===== src/rtl/bkvt_pkg.sv =====
`timescale 1ns / 1ps
// ----------------------------------------------------------------------------
// bkvt_pkg
// Shared widths, codes and the result type of the key-value stream tokeniser.
// ----------------------------------------------------------------------------
package bkvt_pkg;

  localparam int unsigned BYTE_W   = 8;
  localparam int unsigned DEPTH_W  = 7;
  localparam int unsigned VALUE_W  = 64;
  localparam int unsigned COUNT_W  = 18;
  localparam int unsigned EVENT_W  = 4;
  localparam int unsigned VTYPE_W  = 2;
  localparam int unsigned STATUS_W = 2;
  localparam int unsigned WCB_W    = 3;
  localparam int unsigned ITEM_W   = 4;
  localparam int unsigned PHASE_W  = 3;
  localparam int unsigned LEN_W    = 16;

  // out_tdata: byte_out, depth_out, value_out, status, zero fill
  localparam int unsigned OUT_DATA_BITS = BYTE_W + DEPTH_W + VALUE_W + STATUS_W;
  localparam int unsigned OUT_TDATA_W   = ((OUT_DATA_BITS + 7) / 8) * 8;
  // out_tuser: event_kind, value_valid, value_type
  localparam int unsigned OUT_TUSER_W   = EVENT_W + 1 + VTYPE_W;

  // parser phases
  localparam logic [PHASE_W-1:0] PH_TYPE  = 3'd0;
  localparam logic [PHASE_W-1:0] PH_NAME  = 3'd1;
  localparam logic [PHASE_W-1:0] PH_STR   = 3'd2;
  localparam logic [PHASE_W-1:0] PH_NUM   = 3'd3;
  localparam logic [PHASE_W-1:0] PH_WLEN  = 3'd4;
  localparam logic [PHASE_W-1:0] PH_WSKIP = 3'd5;

  // item types
  localparam logic [BYTE_W-1:0] T_NODE    = 8'd0;
  localparam logic [BYTE_W-1:0] T_STRING  = 8'd1;
  localparam logic [BYTE_W-1:0] T_INT32   = 8'd2;
  localparam logic [BYTE_W-1:0] T_FLOAT32 = 8'd3;
  localparam logic [BYTE_W-1:0] T_WIDE    = 8'd5;
  localparam logic [BYTE_W-1:0] T_UINT64  = 8'd7;
  localparam logic [BYTE_W-1:0] T_END     = 8'd8;

  // event kinds
  localparam logic [EVENT_W-1:0] EV_TYPE     = 4'd0;
  localparam logic [EVENT_W-1:0] EV_NAME     = 4'd1;
  localparam logic [EVENT_W-1:0] EV_NAME_END = 4'd2;
  localparam logic [EVENT_W-1:0] EV_STR      = 4'd3;
  localparam logic [EVENT_W-1:0] EV_STR_END  = 4'd4;
  localparam logic [EVENT_W-1:0] EV_NUM      = 4'd5;
  localparam logic [EVENT_W-1:0] EV_WLEN     = 4'd6;
  localparam logic [EVENT_W-1:0] EV_WSKIP    = 4'd7;
  localparam logic [EVENT_W-1:0] EV_OPEN     = 4'd8;
  localparam logic [EVENT_W-1:0] EV_NODE_END = 4'd9;
  localparam logic [EVENT_W-1:0] EV_IGNORED  = 4'd10;
  localparam logic [EVENT_W-1:0] EV_UNKNOWN  = 4'd11;

  // value types
  localparam logic [VTYPE_W-1:0] VT_INT32 = 2'd0;
  localparam logic [VTYPE_W-1:0] VT_U64   = 2'd1;
  localparam logic [VTYPE_W-1:0] VT_F32   = 2'd2;
  localparam logic [VTYPE_W-1:0] VT_U32   = 2'd3;

  // message status
  localparam logic [STATUS_W-1:0] ST_PARSING  = 2'd0;
  localparam logic [STATUS_W-1:0] ST_ACCEPTED = 2'd1;
  localparam logic [STATUS_W-1:0] ST_REJECTED = 2'd2;

  typedef struct packed {
    logic [EVENT_W-1:0]  event_kind;
    logic [BYTE_W-1:0]   byte_out;
    logic [DEPTH_W-1:0]  depth_out;
    logic [VALUE_W-1:0]  value_out;
    logic                value_valid;
    logic [VTYPE_W-1:0]  value_type;
    logic [STATUS_W-1:0] status;
  } bkvt_result_t;

endpackage


===== src/rtl/bkvt_parser.sv =====
`timescale 1ns / 1ps
// ----------------------------------------------------------------------------
// bkvt_parser
// Parser state registers and the per-byte next-state and event logic.
// ----------------------------------------------------------------------------
module bkvt_parser #(
  parameter int MAX_DEPTH = 64
) (
  input  logic                           clk,
  input  logic                           rst_n,
  input  logic                           step,
  input  logic [bkvt_pkg::BYTE_W-1:0]    data_byte,
  input  logic                           first_byte,
  input  logic                           last_byte,
  input  logic [bkvt_pkg::WCB_W-1:0]     wide_char_bytes,
  output bkvt_pkg::bkvt_result_t         result
);
  import bkvt_pkg::*;

  localparam logic [DEPTH_W-1:0] MAX_DEPTH_V = DEPTH_W'(MAX_DEPTH);

  logic [PHASE_W-1:0]  phase_r,  phase_nxt;
  logic [DEPTH_W-1:0]  depth_r,  depth_nxt;
  logic [ITEM_W-1:0]   item_r,   item_nxt;
  logic [COUNT_W-1:0]  count_r,  count_nxt;
  logic [VALUE_W-1:0]  acc_r,    acc_nxt;
  logic [STATUS_W-1:0] fin_r,    fin_nxt;

  logic [PHASE_W-1:0]  cur_phase;
  logic [DEPTH_W-1:0]  cur_depth;
  logic [ITEM_W-1:0]   cur_item;
  logic [COUNT_W-1:0]  cur_count;
  logic [VALUE_W-1:0]  cur_acc;
  logic [STATUS_W-1:0] cur_fin;

  logic [COUNT_W-1:0]  count_inc;
  logic [COUNT_W-1:0]  need;
  logic [VALUE_W-1:0]  acc_num;
  logic [LEN_W-1:0]    wlen;
  logic [COUNT_W-1:0]  wlen_x;
  logic [COUNT_W-1:0]  skip_total;
  logic [COUNT_W-1:0]  count_dec;

  logic [EVENT_W-1:0]  ev;
  logic [VALUE_W-1:0]  val;
  logic                vvalid;
  logic [VTYPE_W-1:0]  vtype;

  // a first byte restarts the parser before the byte is taken
  always_comb begin
    if (first_byte) begin
      cur_phase = PH_TYPE;
      cur_depth = '0;
      cur_item  = '0;
      cur_count = '0;
      cur_acc   = '0;
      cur_fin   = ST_PARSING;
    end else begin
      cur_phase = phase_r;
      cur_depth = depth_r;
      cur_item  = item_r;
      cur_count = count_r;
      cur_acc   = acc_r;
      cur_fin   = fin_r;
    end
  end

  // number assembly, little-endian
  assign count_inc = cur_count + COUNT_W'(1);
  assign need      = ({4'd0, cur_item} == T_UINT64) ? COUNT_W'(8) : COUNT_W'(4);
  assign acc_num   = cur_acc | ({{(VALUE_W-BYTE_W){1'b0}}, data_byte}
                                << {cur_count[2:0], 3'b000});

  // wide string skip length, char width clamped to four
  assign wlen   = {data_byte, cur_acc[7:0]};
  assign wlen_x = {{(COUNT_W-LEN_W){1'b0}}, wlen};
  always_comb begin
    unique case (wide_char_bytes)
      3'd0:    skip_total = '0;
      3'd1:    skip_total = wlen_x;
      3'd2:    skip_total = wlen_x << 1;
      3'd3:    skip_total = wlen_x + (wlen_x << 1);
      default: skip_total = wlen_x << 2;
    endcase
  end

  assign count_dec = (cur_count != '0) ? cur_count - COUNT_W'(1) : cur_count;

  always_comb begin
    phase_nxt = cur_phase;
    depth_nxt = cur_depth;
    item_nxt  = cur_item;
    count_nxt = cur_count;
    acc_nxt   = cur_acc;
    fin_nxt   = cur_fin;
    ev        = EV_IGNORED;
    val       = '0;
    vvalid    = 1'b0;
    vtype     = VT_INT32;
    if (cur_fin == ST_PARSING) begin
      unique case (cur_phase)
        PH_TYPE: begin
          if (data_byte == T_END) begin
            ev = EV_NODE_END;
            if (cur_depth == '0) fin_nxt = ST_ACCEPTED;
            else                 depth_nxt = cur_depth - DEPTH_W'(1);
          end else if (data_byte > T_END) begin
            ev      = EV_UNKNOWN;
            fin_nxt = ST_REJECTED;
          end else begin
            ev        = EV_TYPE;
            item_nxt  = data_byte[ITEM_W-1:0];
            phase_nxt = PH_NAME;
          end
        end
        PH_NAME: begin
          if (data_byte != '0) begin
            ev = EV_NAME;
          end else begin
            ev        = EV_NAME_END;
            count_nxt = '0;
            acc_nxt   = '0;
            priority case ({4'd0, cur_item})
              T_NODE: begin
                ev = EV_OPEN;
                if (cur_depth >= MAX_DEPTH_V) fin_nxt = ST_REJECTED;
                else                          depth_nxt = cur_depth + DEPTH_W'(1);
                phase_nxt = PH_TYPE;
              end
              T_STRING: phase_nxt = PH_STR;
              T_WIDE:   phase_nxt = PH_WLEN;
              default:  phase_nxt = PH_NUM;
            endcase
          end
        end
        PH_STR: begin
          if (data_byte != '0) begin
            ev = EV_STR;
          end else begin
            ev        = EV_STR_END;
            phase_nxt = PH_TYPE;
          end
        end
        PH_NUM: begin
          ev        = EV_NUM;
          acc_nxt   = acc_num;
          count_nxt = count_inc;
          if (count_inc >= need) begin
            vvalid = 1'b1;
            priority case ({4'd0, cur_item})
              T_INT32: begin
                val   = {{32{acc_num[31]}}, acc_num[31:0]};
                vtype = VT_INT32;
              end
              T_UINT64: begin
                val   = acc_num;
                vtype = VT_U64;
              end
              T_FLOAT32: begin
                val   = {32'd0, acc_num[31:0]};
                vtype = VT_F32;
              end
              default: begin
                val   = {32'd0, acc_num[31:0]};
                vtype = VT_U32;
              end
            endcase
            acc_nxt   = '0;
            count_nxt = '0;
            phase_nxt = PH_TYPE;
          end
        end
        PH_WLEN: begin
          ev = EV_WLEN;
          if (cur_count == '0) begin
            acc_nxt   = {{(VALUE_W-BYTE_W){1'b0}}, data_byte};
            count_nxt = COUNT_W'(1);
          end else begin
            acc_nxt   = '0;
            count_nxt = skip_total;
            phase_nxt = (skip_total == '0) ? PH_TYPE : PH_WSKIP;
          end
        end
        default: begin
          ev        = EV_WSKIP;
          count_nxt = count_dec;
          if (count_dec == '0) phase_nxt = PH_TYPE;
        end
      endcase
      if (fin_nxt == ST_PARSING && last_byte) begin
        fin_nxt = (phase_nxt == PH_TYPE) ? ST_ACCEPTED : ST_REJECTED;
      end
    end
  end

  always_ff @(posedge clk) begin
    if (!rst_n) begin
      phase_r <= PH_TYPE;
      depth_r <= '0;
      item_r  <= '0;
      count_r <= '0;
      acc_r   <= '0;
      fin_r   <= ST_PARSING;
    end else if (step) begin
      phase_r <= phase_nxt;
      depth_r <= depth_nxt;
      item_r  <= item_nxt;
      count_r <= count_nxt;
      acc_r   <= acc_nxt;
      fin_r   <= fin_nxt;
    end
  end

  always_comb begin
    result.event_kind  = ev;
    result.byte_out    = data_byte;
    result.depth_out   = depth_nxt;
    result.value_out   = val;
    result.value_valid = vvalid;
    result.value_type  = vtype;
    result.status      = fin_nxt;
  end

endmodule


===== src/rtl/bkvt_out_reg.sv =====
`timescale 1ns / 1ps
// ----------------------------------------------------------------------------
// bkvt_out_reg
// Result register with valid flag; takes a new item whenever it is empty or
// being drained.
// ----------------------------------------------------------------------------
module bkvt_out_reg (
  input  logic                   clk,
  input  logic                   rst_n,
  input  logic                   load,
  input  bkvt_pkg::bkvt_result_t res_in,
  output logic                   can_load,
  output logic                   out_valid,
  input  logic                   out_ready,
  output bkvt_pkg::bkvt_result_t res_out
);
  import bkvt_pkg::*;

  logic         valid_r, valid_nxt;
  bkvt_result_t res_r;

  assign can_load  = !valid_r || out_ready;
  assign valid_nxt = load ? 1'b1 : (out_ready ? 1'b0 : valid_r);

  always_ff @(posedge clk) begin
    if (!rst_n) begin
      valid_r <= 1'b0;
    end else begin
      valid_r <= valid_nxt;
    end
  end

  always_ff @(posedge clk) begin
    if (load) begin
      res_r <= res_in;
    end
  end

  assign out_valid = valid_r;
  assign res_out   = res_r;

endmodule


===== src/rtl/binary_keyvalue_stream_tokenizer_core.sv =====
`timescale 1ns / 1ps
// ----------------------------------------------------------------------------
// binary_keyvalue_stream_tokenizer_core
// Result is registered: valid in the cycle after the input is accepted.
// Throughput: one item per cycle unless out_tready holds the result register.
// Result register frees as it is drained, so input stalls only on out_tready.
// Synchronous active-low reset: parser expects a type byte, depth zero,
// wide_char_bytes = 2, result register empty.
// ----------------------------------------------------------------------------
module binary_keyvalue_stream_tokenizer_core #(
  parameter int MAX_DEPTH = 64
) (
  input  logic                                  clk,
  input  logic                                  rst_n,
  // in_tdata: data_byte[7:0]
  input  logic                                  in_tvalid,
  output logic                                  in_tready,
  input  logic [bkvt_pkg::BYTE_W-1:0]           in_tdata,
  // in_tuser: first_byte
  input  logic                                  in_tuser,
  input  logic                                  in_tlast,
  // out_tdata: byte_out[7:0], depth_out[14:8], value_out[78:15],
  //            status[80:79], zero fill[87:81]
  output logic                                  out_tvalid,
  input  logic                                  out_tready,
  output logic [bkvt_pkg::OUT_TDATA_W-1:0]      out_tdata,
  // out_tuser: event_kind[3:0], value_valid[4], value_type[6:5]
  output logic [bkvt_pkg::OUT_TUSER_W-1:0]      out_tuser,
  input  logic                                  cfg_valid,
  output logic                                  cfg_ready,
  input  logic [bkvt_pkg::WCB_W-1:0]            cfg_data
);
  import bkvt_pkg::*;

  logic [WCB_W-1:0] wcb_r;
  logic             in_fire;
  bkvt_result_t     res_d;
  bkvt_result_t     res_q;

  assign cfg_ready = 1'b1;

  always_ff @(posedge clk) begin
    if (!rst_n) begin
      wcb_r <= WCB_W'(2);
    end else if (cfg_valid) begin
      wcb_r <= cfg_data;
    end
  end

  assign in_fire = in_tvalid && in_tready;

  bkvt_parser #(
    .MAX_DEPTH (MAX_DEPTH)
  ) u_parser (
    .clk             (clk),
    .rst_n           (rst_n),
    .step            (in_fire),
    .data_byte       (in_tdata),
    .first_byte      (in_tuser),
    .last_byte       (in_tlast),
    .wide_char_bytes (wcb_r),
    .result          (res_d)
  );

  bkvt_out_reg u_out_reg (
    .clk       (clk),
    .rst_n     (rst_n),
    .load      (in_fire),
    .res_in    (res_d),
    .can_load  (in_tready),
    .out_valid (out_tvalid),
    .out_ready (out_tready),
    .res_out   (res_q)
  );

  assign out_tdata = {{(OUT_TDATA_W-OUT_DATA_BITS){1'b0}},
                      res_q.status, res_q.value_out, res_q.depth_out, res_q.byte_out};
  assign out_tuser = {res_q.value_type, res_q.value_valid, res_q.event_kind};

endmodule


===== config.mk =====
export PLATFORM = sky130hd
export DESIGN_NAME = binary_keyvalue_stream_tokenizer_core
export DESIGN_NICKNAME = d
export VERILOG_FILES = /design/src/rtl/bkvt_pkg.sv /design/src/rtl/bkvt_parser.sv /design/src/rtl/bkvt_out_reg.sv /design/src/rtl/binary_keyvalue_stream_tokenizer_core.sv
export SDC_FILE = /design/constraint.sdc
export NUM_CORES = 1
export LEC_CHECK = 0
export BUFFER_PORTS_ARGS = -buffer_cell sky130_fd_sc_hd__buf_2
export CAP_MARGIN = 10
export CORE_MARGIN = 8
export CORE_UTILIZATION = 51
export CTS_CLUSTER_DIAMETER = 150
export DETAILED_ROUTE_END_ITERATION = 12
export PLACE_DENSITY = 0.78
export SLEW_MARGIN = 20
export SYNTH_ARGS = -nofsm -noshare
export SYNTH_HDL_FRONTEND = slang
export SYNTH_HIERARCHICAL = 1
export SYNTH_SLANG_ARGS = --single-unit

===== constraint.sdc =====
create_clock -name clk -period 5.5 [get_ports clk]
set_clock_uncertainty 0.05 [all_clocks]
set_input_delay 0.825 -clock clk [delete_from_list [all_inputs] [get_ports clk]]
set_output_delay 0.825 -clock clk [all_outputs]
set_load 0.01 [all_outputs]

==> flow_summary.json, run 1 <==
{
  "antennaDiodeCount": 0,
  "place_inst": 1878,
  "ant_nets": 0,
  "io_pins": 116,
  "rsz0062_at_grt": "no",
  "ctsHoldBuffers": 0,
  "portBuffers": 107,
  "grt_usage_pct": 25.8,
  "synth_flop_cell": "dfxtp_1",
  "tightestPinTransition_ns": 1.17,
  "drt_pass1_iterations": 10,
  "ff2ff_path_depth": 13,
  "async_reset_ff_share_pct": 0,
  "p_leak_nw": 5.03,
  "drv_cap": 0,
  "synth_mux_area_share_pct": 1.63,
  "utilization_pct": 56.6,
  "ys_types": 86,
  "ir_worst_vdd_v": 0.000155,
  "clockBufferDepth": 2,
  "yosysSeqAreaShare_pct": 37.4,
  "synth_xor_area_share_pct": 1.75,
  "place_area_um2": 13100,
  "dp_hpwl_um": 27100,
  "h-tree-depth": 4,
  "power_mw": 3.53,
  "final_cell_mix": "177 x nor2_1, 160 x nand2_1, 149 x a21oi_1, 107 x buf_2, 102 x dfxtp_1",
  "fmax_mhz": 223,
  "die_h_um": 173,
  "synth-compound-area-share_pct": 27.5,
  "avgSynthCellArea_um2": 8.06,
  "final_common_cell": "nor2_1",
  "final_max_slew_viol_count": 0,
  "worst_hold_path_type": "reg -> reg",
  "setup_tns_ns": 0,
  "holdPathStages": 2,
  "stdcell_count": 1911,
  "vias": 12700,
  "route.detailed.drc": 0,
  "synth_edf_count": 88,
  "synth_top_area_share_pct": 21.1,
  "setup_viol": 0,
  "area_growth_pct": 9.51,
  "netlist.top_cell.by_area": "edfxtp_1",
  "yosysWarningCount": 6,
  "antenna_found_initial": 0,
  "start_util_pct": 51.7,
  "drive_above_1_share_pct": 13.4,
  "drtIter0Drc": 1770,
  "num_rows": 57,
  "first_global_vias": 11900,
  "clock-sinks": 190,
  "grt_max_degree": 68,
  "syn_area_um2": 12500,
  "syn-instance-count": 1555,
  "powerDensity_nw_per_um2": 257,
  "cts_root_buf": "clkbuf_16",
  "hold_viol": 0,
  "vias_per_cell": 6.62,
  "cts_tree": "yes",
  "path_clk_slew_ns": 0.08,
  "crit_fanout": 18,
  "cts_buffers": 17,
  "required_ns": 5.64,
  "grt_first_pass_wirelength_um": 63900,
  "synth-simple-area-share_pct": 22.8,
  "dieArea_um2": 29900,
  "ys_ff_latch": 190,
  "overflow": 0,
  "wire_per_inst_um": 21.0,
  "critPathKind": "in -> reg",
  "wirelength_um": 40200,
  "outcome": "completed",
  "fin_area_um2": 13700,
  "synth_top_family_by_area": "compound AO/OA/AOI/OAI gates",
  "endpoint_kind": "flop",
  "clock_latency_ns": 0.45,
  "crit_arrival_ns": 4.64,
  "chipWidth_um": 173,
  "postCtsSetupBuffers": 0,
  "core_area_um2": 24200,
  "fin_crit_ns": 4.49,
  "fin_crit_sh_pct": 81.7,
  "gp_congestion": 1.02,
  "synth-adder-area-share_pct": 2.30,
  "relSlewSlack_pct": 22.0,
  "nets": 1615,
  "cts_resized": 0,
  "cp-start-kind": "input port",
  "synthTopCellsByArea": "edfxtp_1 21%, dfxtp_1 16%, a21oi_1 5.9%, nor2_1 5.3%, nand2_1 4.8%"
}
## cells by family (layout without fill, tap and decap cells)
logic type / count (synthesis) / in the layout
flip-flops: 190 / 190
multiplexers: 20 / 20
adder cells (fa/ha/maj): 23 / 23
XOR/XNOR: 25 / 25
buffers and inverters: 188 / 214
AND/OR/NAND/NOR: 581 / 581
AO/OA/AOI/OAI: 526 / 526
other: 2 / 8
## state kept, by name, summed over array words and instances, names as in the netlist
signal,flops
u_out_reg/res_out,88
u_parser/acc_r,64
u_parser/count_r,18
u_parser/depth_r,7
u_parser/item_r,4
u_parser/phase_r,3
wcb_r,3
u_parser/fin_r,2
u_out_reg/out_valid,1
## critical path: stages
cell	delay (ns)
buf_2	0.38
inv_2	0.14
nand2_1	0.17
inv_1	0.06
ha_1	0.27
ha_1	0.31
or2_2	0.34
a211oi_1	0.33
o311ai_0	0.29
nand4_1	0.20
nand4_1	0.10
a2111oi_0	0.46
nand4_1	0.35
o22ai_4	0.32
a21oi_1	0.09
## area by class of cell
type | instances | area [um^2]
flip-flops and latches | 190 | 4680
clock buffers | 18 | 429
repair buffers | 144 | 830
clock inverters | 14 | 173
inverters | 38 | 143
fillers | 2198 | 10500
well taps | 324 | 405
multi-input cells | 1183 | 7070
## per-layer routing
layer | GRT usage (%) | wire length (um) | up-vias | share of wire, %
met5 | 0 | 0 | - | 0
met4 | 13.5 | 1860 | 0 | 4.6
met3 | 5.73 | 4340 | 154 | 11
met2 | 39.8 | 17600 | 844 | 44
met1 | 33.5 | 16400 | 5901 | 41
li1 | - | - | 5758 | -
## report_power, final
part           total [mW]  internal (mW)  switching, mW
combinational       0.686          0.221          0.464
clock                1.26          0.617          0.640
sequential           1.59           1.54         0.0543
## cells in the mapped netlist (all sizes together), types with 16 or more instances
cell type,n
mux2i,17
nor3,31
nor2b,39
dfxtp,102
a31oi,27
o21ai,99
o22ai,16
nand4,35
inv,38
nand2,161
a22oi,69
nor2,178
clkbuf,98
xnor2,16
ha,23
edfxtp,88
a22o,16
nand2b,18
a211oi,20
a21oi,149
nand3,33
buf,52
## metrics by stage
step	hold slack (ns)	setup slack (ns)
after floorplan	0.382	0.435
after global placement	0.392	0.841
after detailed placement	0.396	0.743
after CTS	0.405	1.20
after global routing	0.437	0.806
final	0.410	1.01
## path summary, 6_finish.rpt
| check | slack [ns] | from | end |
|---|---|---|---|
| worst max-delay path | 1.01 | in_tuser | u_out_reg/res_out[1] |
| worst min-delay path | 0.41 | u_parser/acc_r[21] | u_parser/acc_r[21] |
| worst min register to register | 0.41 | u_parser/acc_r[21] | u_parser/acc_r[21] |
| worst max register to register | 1.37 | u_parser/acc_r[1] | u_out_reg/res_out[1] |
Power figures use the tool's default switching activity.
==> inputs of run 2 (changes only) <==
clock period = 4.7 ns   (was 5.5 ns; I/O delays follow)
==> run 2 against run 1 <==
Effect of this change:
- final area rose by 0.79%
- first-iteration DRC count rose by 4.5%
- flip-flop and latch count did not move
- utilization rose by 0.45 points
- via count fell by 0.40%
- register-to-register slack got worse by 0.65 ns
- clock power rose by 18%
- critical endpoint is now u_parser/acc_r[9]
- sequential power rose by 17%
==> flow_summary.json, run 2 (synthesized netlist as in run 1, its figures left out) <==
{
  "antenna_found_initial": 0,
  "ir_worst_vdd_v": 0.000235,
  "start_util_pct": 51.7,
  "drt_pass1_iterations": 6,
  "clock-sinks": 190,
  "fmax_mhz": 245,
  "drive_above_1_share_pct": 14.0,
  "final_max_slew_viol_count": 0,
  "setup_viol": 0,
  "area_growth_pct": 10.4,
  "grt_first_pass_wirelength_um": 65400,
  "rsz0062_at_grt": "no",
  "io_pins": 116,
  "place_area_um2": 13200,
  "overflow": 0,
  "required_ns": 5.03,
  "cts_tree": "yes",
  "first_global_vias": 11700,
  "grt_max_degree": 82,
  "clockBufferDepth": 2,
  "crit_fanout": 22,
  "crit_slowest_cell": "nor4_1",
  "dp_hpwl_um": 27400,
  "crit_arrival_ns": 4.42,
  "p_leak_nw": 5.10,
  "cp-start-kind": "input port",
  "tightestPinTransition_ns": 1.13,
  "fill_cells": 2270,
  "antennaDiodeCount": 0,
  "fin_crit_sh_pct": 86.9,
  "cp_cell_sequence": "buf_2 -> inv_2 -> buf_4 -> nand2_1 -> inv_2 -> ha_1 -> nand4_1 -> nor4_1 -> nand2_1 -> mux2i_1 -> nor4b_4 -> and4_1 -> a21o_2 -> a22oi_1 -> nor2_1",
  "rrSetupSlack_ns": 0.72,
  "vias": 12600,
  "h-tree-depth": 4,
  "nets": 1628,
  "final_common_cell": "nor2_1",
  "ctsHoldBuffers": 0,
  "path_clk_slew_ns": 0.08,
  "cts_buffers": 17,
  "gp_congestion": 0.966,
  "slowest_delay_ns": 0.51,
  "cts_resized": 0,
  "die_h_um": 173,
  "holdPathStages": 2,
  "cts_root_buf": "clkbuf_16",
  "largest_reg_flops": 88,
  "seqCellArea_um2": 4680,
  "endpoint_kind": "flop",
  "wire_per_inst_um": 21.3,
  "powerDensity_nw_per_um2": 301,
  "drv_cap": 0,
  "regToRegStartpoint": "u_parser/count_r[1]",
  "chipWidth_um": 173,
  "dieArea_um2": 29900,
  "ant_nets": 0,
  "reg2reg_to": "u_parser/acc_r[9]",
  "fin_area_um2": 13800,
  "multiInputGateArea_um2": 7060,
  "drtIter0Drc": 1849,
  "hold_end": "u_parser/acc_r[21]",
  "hold_start": "u_parser/acc_r[21]",
  "core_area_um2": 24200,
  "relSlewSlack_pct": 24.9,
  "setup_tns_ns": 0,
  "wirelength_um": 41000,
  "hold_viol": 0,
  "fin_crit_ns": 4.09,
  "outcome": "completed",
  "num_rows": 57,
  "worst_hold_path_type": "reg -> reg",
  "vias_per_cell": 6.55,
  "grt_usage_pct": 26.5,
  "critPathKind": "in -> reg",
  "portBuffers": 107,
  "clock_latency_ns": 0.45,
  "ff2ff_path_depth": 12,
  "final_cell_mix": "177 x nor2_1, 160 x nand2_1, 149 x a21oi_1, 107 x buf_2, 102 x dfxtp_1",
  "postCtsSetupBuffers": 0,
  "route.detailed.drc": 0
}
==> run 2: area by class of cell <==
| type | instances | area share, % |
|---|---|---|
| Clock inverter | 15 | 1.33 |
| Multi-Input combinational cell | 1183 | 51.0 |
| Timing Repair Buffer | 157 | 6.76 |
| Inverter | 38 | 1.03 |
| Clock buffer | 17 | 3.07 |
| Tap cell | 324 | 2.93 |
| Sequential cell | 190 | 33.8 |
==> run 2: through the flow <==
step                      total power, mW  setup slack [ns]  hold WS (ns)  cells  utilization (%)
final                                4.17             0.614         0.415   1924             57.1
after global routing                 4.32             0.434         0.434   1924             57.1
after CTS                            4.16             0.768         0.407   1924             57.1
after detailed placement             2.68             0.353         0.401   1892             54.6
after global placement               2.68             0.348         0.390   1892             54.6
after floorplan                      2.44            0.0159         0.382   1561                -
==> run 2: metal layers <==
layer	GRT usage, %	part of all wire [%]	vias to the layer above
met4	11.4	3.6	0
met2	40.9	45	837
met5	0	0	-
met3	5.71	10	106
li1	-	-	5802
met1	35.4	41	5861
==> run 2: worst max path at each step <==
stage | startpoint | endpoint | slack [ns] | depth (start not counted)
after global routing | in_tuser | u_parser/acc_r[24] | 0.43 | 15
final | in_tuser | u_parser/acc_r[9] | 0.61 | 15
after detailed placement | in_tuser | u_parser/acc_r[9] | 0.35 | 15
after global placement | in_tdata[0] | u_out_reg/res_out[1] | 0.35 | 12
after CTS | in_tuser | u_parser/acc_r[9] | 0.77 | 15
after floorplan | in_tuser | u_out_reg/res_out[1] | 0.02 | 21
==> run 2: worst max-delay path: cells and delay by family <==
family          cells  cell delay [ns]
simple gates        7             2.01
fa+ha+maj           1             0.30
mux                 1             0.20
compound gates      2             0.61
buf+inv             4             0.57
==> run 2: power breakdown <==
group          internal, mW  switching, mW  total [mW]
combinational         0.267          0.548       0.815
clock                 0.726          0.769        1.49
sequential             1.80         0.0632        1.86
==> inputs of run 3 (changes only) <==
MAX_ROUTING_LAYER = met4   (was default)
REMOVE_ABC_BUFFERS = 1   (was default)
==> run 3 against run 2 <==
Effect of this change:
- non-clock buffer count is 6 higher
- largest power group unchanged
- critical path depth is 3 lower
- wire length is 5.5% higher
- first-iteration DRC count is 2.7% lower
- via count is 2.4% higher
- clock power hardly changed
- maximum frequency is 3.4% lower
==> flow_summary.json, run 3 (synthesized netlist as in run 1, its figures left out) <==
{
  "critPathTopFamily": "compound AO/OA/AOI/OAI gates",
  "dieArea_um2": 29900,
  "setup_viol": 0,
  "vias": 12900,
  "clock_latency_ns": 0.45,
  "wire_per_inst_um": 22.4,
  "cts_root_buf": "clkbuf_16",
  "powerDensity_nw_per_um2": 303,
  "grt_first_pass_wirelength_um": 67800,
  "core_area_um2": 24200,
  "wirelength_um": 43300,
  "p_leak_nw": 5.13,
  "fill_cells": 2190,
  "crit_slowest_cell": "a211oi_1",
  "seqPwrFrac_pct": 44.2,
  "nets": 1634,
  "path_clk_slew_ns": 0.08,
  "rrSetupSlack_ns": 0.60,
  "fmax_mhz": 236,
  "p_comb_share_pct": 20.0,
  "route.detailed.drc": 0,
  "portBuffers": 107,
  "tightestPinTransition_ns": 1.10,
  "required_ns": 4.84,
  "start_util_pct": 51.7,
  "ir_worst_vdd_v": 0.000242,
  "endpoint_kind": "flop",
  "cts_tree": "yes",
  "antenna_found_initial": 0,
  "fin_crit_sh_pct": 90.0,
  "h-tree-depth": 4,
  "postCtsSetupBuffers": 0,
  "hold_viol": 0,
  "num_rows": 57,
  "setup_tns_ns": 0,
  "worst_hold_path_type": "reg -> reg",
  "antennaDiodeCount": 0,
  "critPathKind": "in -> reg",
  "critPathBufInv": 2,
  "pwr-share-clk_pct": 35.8,
  "reg2reg_to": "u_parser/acc_r[10]",
  "relSlewSlack_pct": 26.6,
  "seqCellArea_um2": 4680,
  "drtIter0Drc": 1800,
  "vias_per_cell": 6.69,
  "place_area_um2": 13300,
  "ff2ff_path_depth": 12,
  "final_max_slew_viol_count": 0,
  "crit_arrival_ns": 4.38,
  "switching_power_mw": 1.41,
  "drive_above_1_share_pct": 14.3,
  "grt_max_degree": 122,
  "clockBufferDepth": 2,
  "cp_cell_sequence": "buf_2 -> inv_1 -> ha_1 -> nor2_1 -> a211oi_1 -> a211o_1 -> a31oi_1 -> nor3_1 -> o211a_1 -> nand4_1 -> o22ai_4 -> a21oi_1",
  "gp_congestion": 1.00,
  "cp.depth": 12,
  "final_common_cell": "nor2_1",
  "ctsHoldBuffers": 0,
  "drv_cap": 0,
  "largest_reg_flops": 88,
  "clock-sinks": 190,
  "grt_usage_pct": 28.5,
  "final_cell_mix": "177 x nor2_1, 160 x nand2_1, 149 x a21oi_1, 106 x buf_2, 102 x dfxtp_1",
  "overflow": 0,
  "fin_area_um2": 13900,
  "io_pins": 116,
  "fin_crit_ns": 4.23,
  "power.share.switching_pct": 33.5,
  "crit_path_end": "u_out_reg/res_out[1]",
  "rsz0062_at_grt": "no",
  "cp-start-kind": "input port",
  "outcome": "completed",
  "ant_nets": 0,
  "regToRegStartpoint": "u_parser/count_r[1]",
  "internal-power_mw": 2.80,
  "cp-startpoint": "in_tdata[3]",
  "cts_buffers": 17,
  "area_growth_pct": 10.8,
  "cts_resized": 0,
  "dp_hpwl_um": 29600,
  "drt_pass1_iterations": 6,
  "die_h_um": 173,
  "slowest_delay_ns": 0.76,
  "first_global_vias": 12200,
  "chipWidth_um": 173,
  "crit_fanout": 10,
  "multiInputGateArea_um2": 7060
}
-- run 3: cell types whose count changed in the layout (fill, tap and decap cells not counted), sizes merged --
cell and delta:
buf +6, clkbuf +1, inv -1
-- run 3: worst register-to-register path: cells and delay by family (launching register included) --
family          cells  cell delay [ns]
simple gates        8             2.29
compound gates      2             0.69
flops               1             0.53
fa+ha+maj           1             0.29
buf+inv             1             0.18
-- run 3: power by group through the flow --
stage / clock network, mW / logic, mW / registers (mW)
2_1_floorplan: 0 / 0.468 / 1.91
3_3_place_gp: 0 / 0.805 / 1.89
3_5_place_dp: 0 / 0.809 / 1.89
4_1_cts: 1.52 / 0.813 / 1.85
5_1_grt: 1.57 / 0.900 / 1.86
6_report: 1.51 / 0.842 / 1.86
-- run 3: layer usage --
layer	vias to the layer above	wire length (um)	track usage [%]
li1	5800	-	-
met1	6047	17600	36.3
met2	921	19200	43.0
met3	140	4550	5.27
met4	0	1860	14.2
met5	-	0	-
-- run 3: worst min-delay path by stage --
stage,from,end,cells after the start
finish,u_parser/acc_r[17],u_parser/acc_r[17],2
global route,cfg_data[1],wcb_r[1],3
CTS,u_parser/acc_r[17],u_parser/acc_r[17],2
detailed placement,u_parser/acc_r[17],u_parser/acc_r[17],2
global placement,u_parser/acc_r[17],u_parser/acc_r[17],2
floorplan,u_parser/acc_r[17],u_parser/acc_r[17],2
-- run 3: final cells by class --
class | instances | share of cell area [%]
Multi-Input combinational cell | 1183 | 50.8
Inverter | 38 | 1.03
Clock inverter | 14 | 1.33
Timing Repair Buffer | 163 | 7.08
Tap cell | 324 | 2.92
Sequential cell | 190 | 33.7
Clock buffer | 18 | 3.09
-- run 3: stage by stage --
step	power [mW]	hold WS (ns)	cells	setup WS (ns)	utilization, %
CTS	4.19	0.408	1930	0.645	57.3
floorplan	2.38	0.382	1411	-1.99	-
global route	4.34	0.436	1930	0.236	57.3
detailed placement	2.70	0.396	1898	0.195	54.7
global placement	2.69	0.394	1898	0.181	54.7
finish	4.21	0.414	1930	0.469	57.3
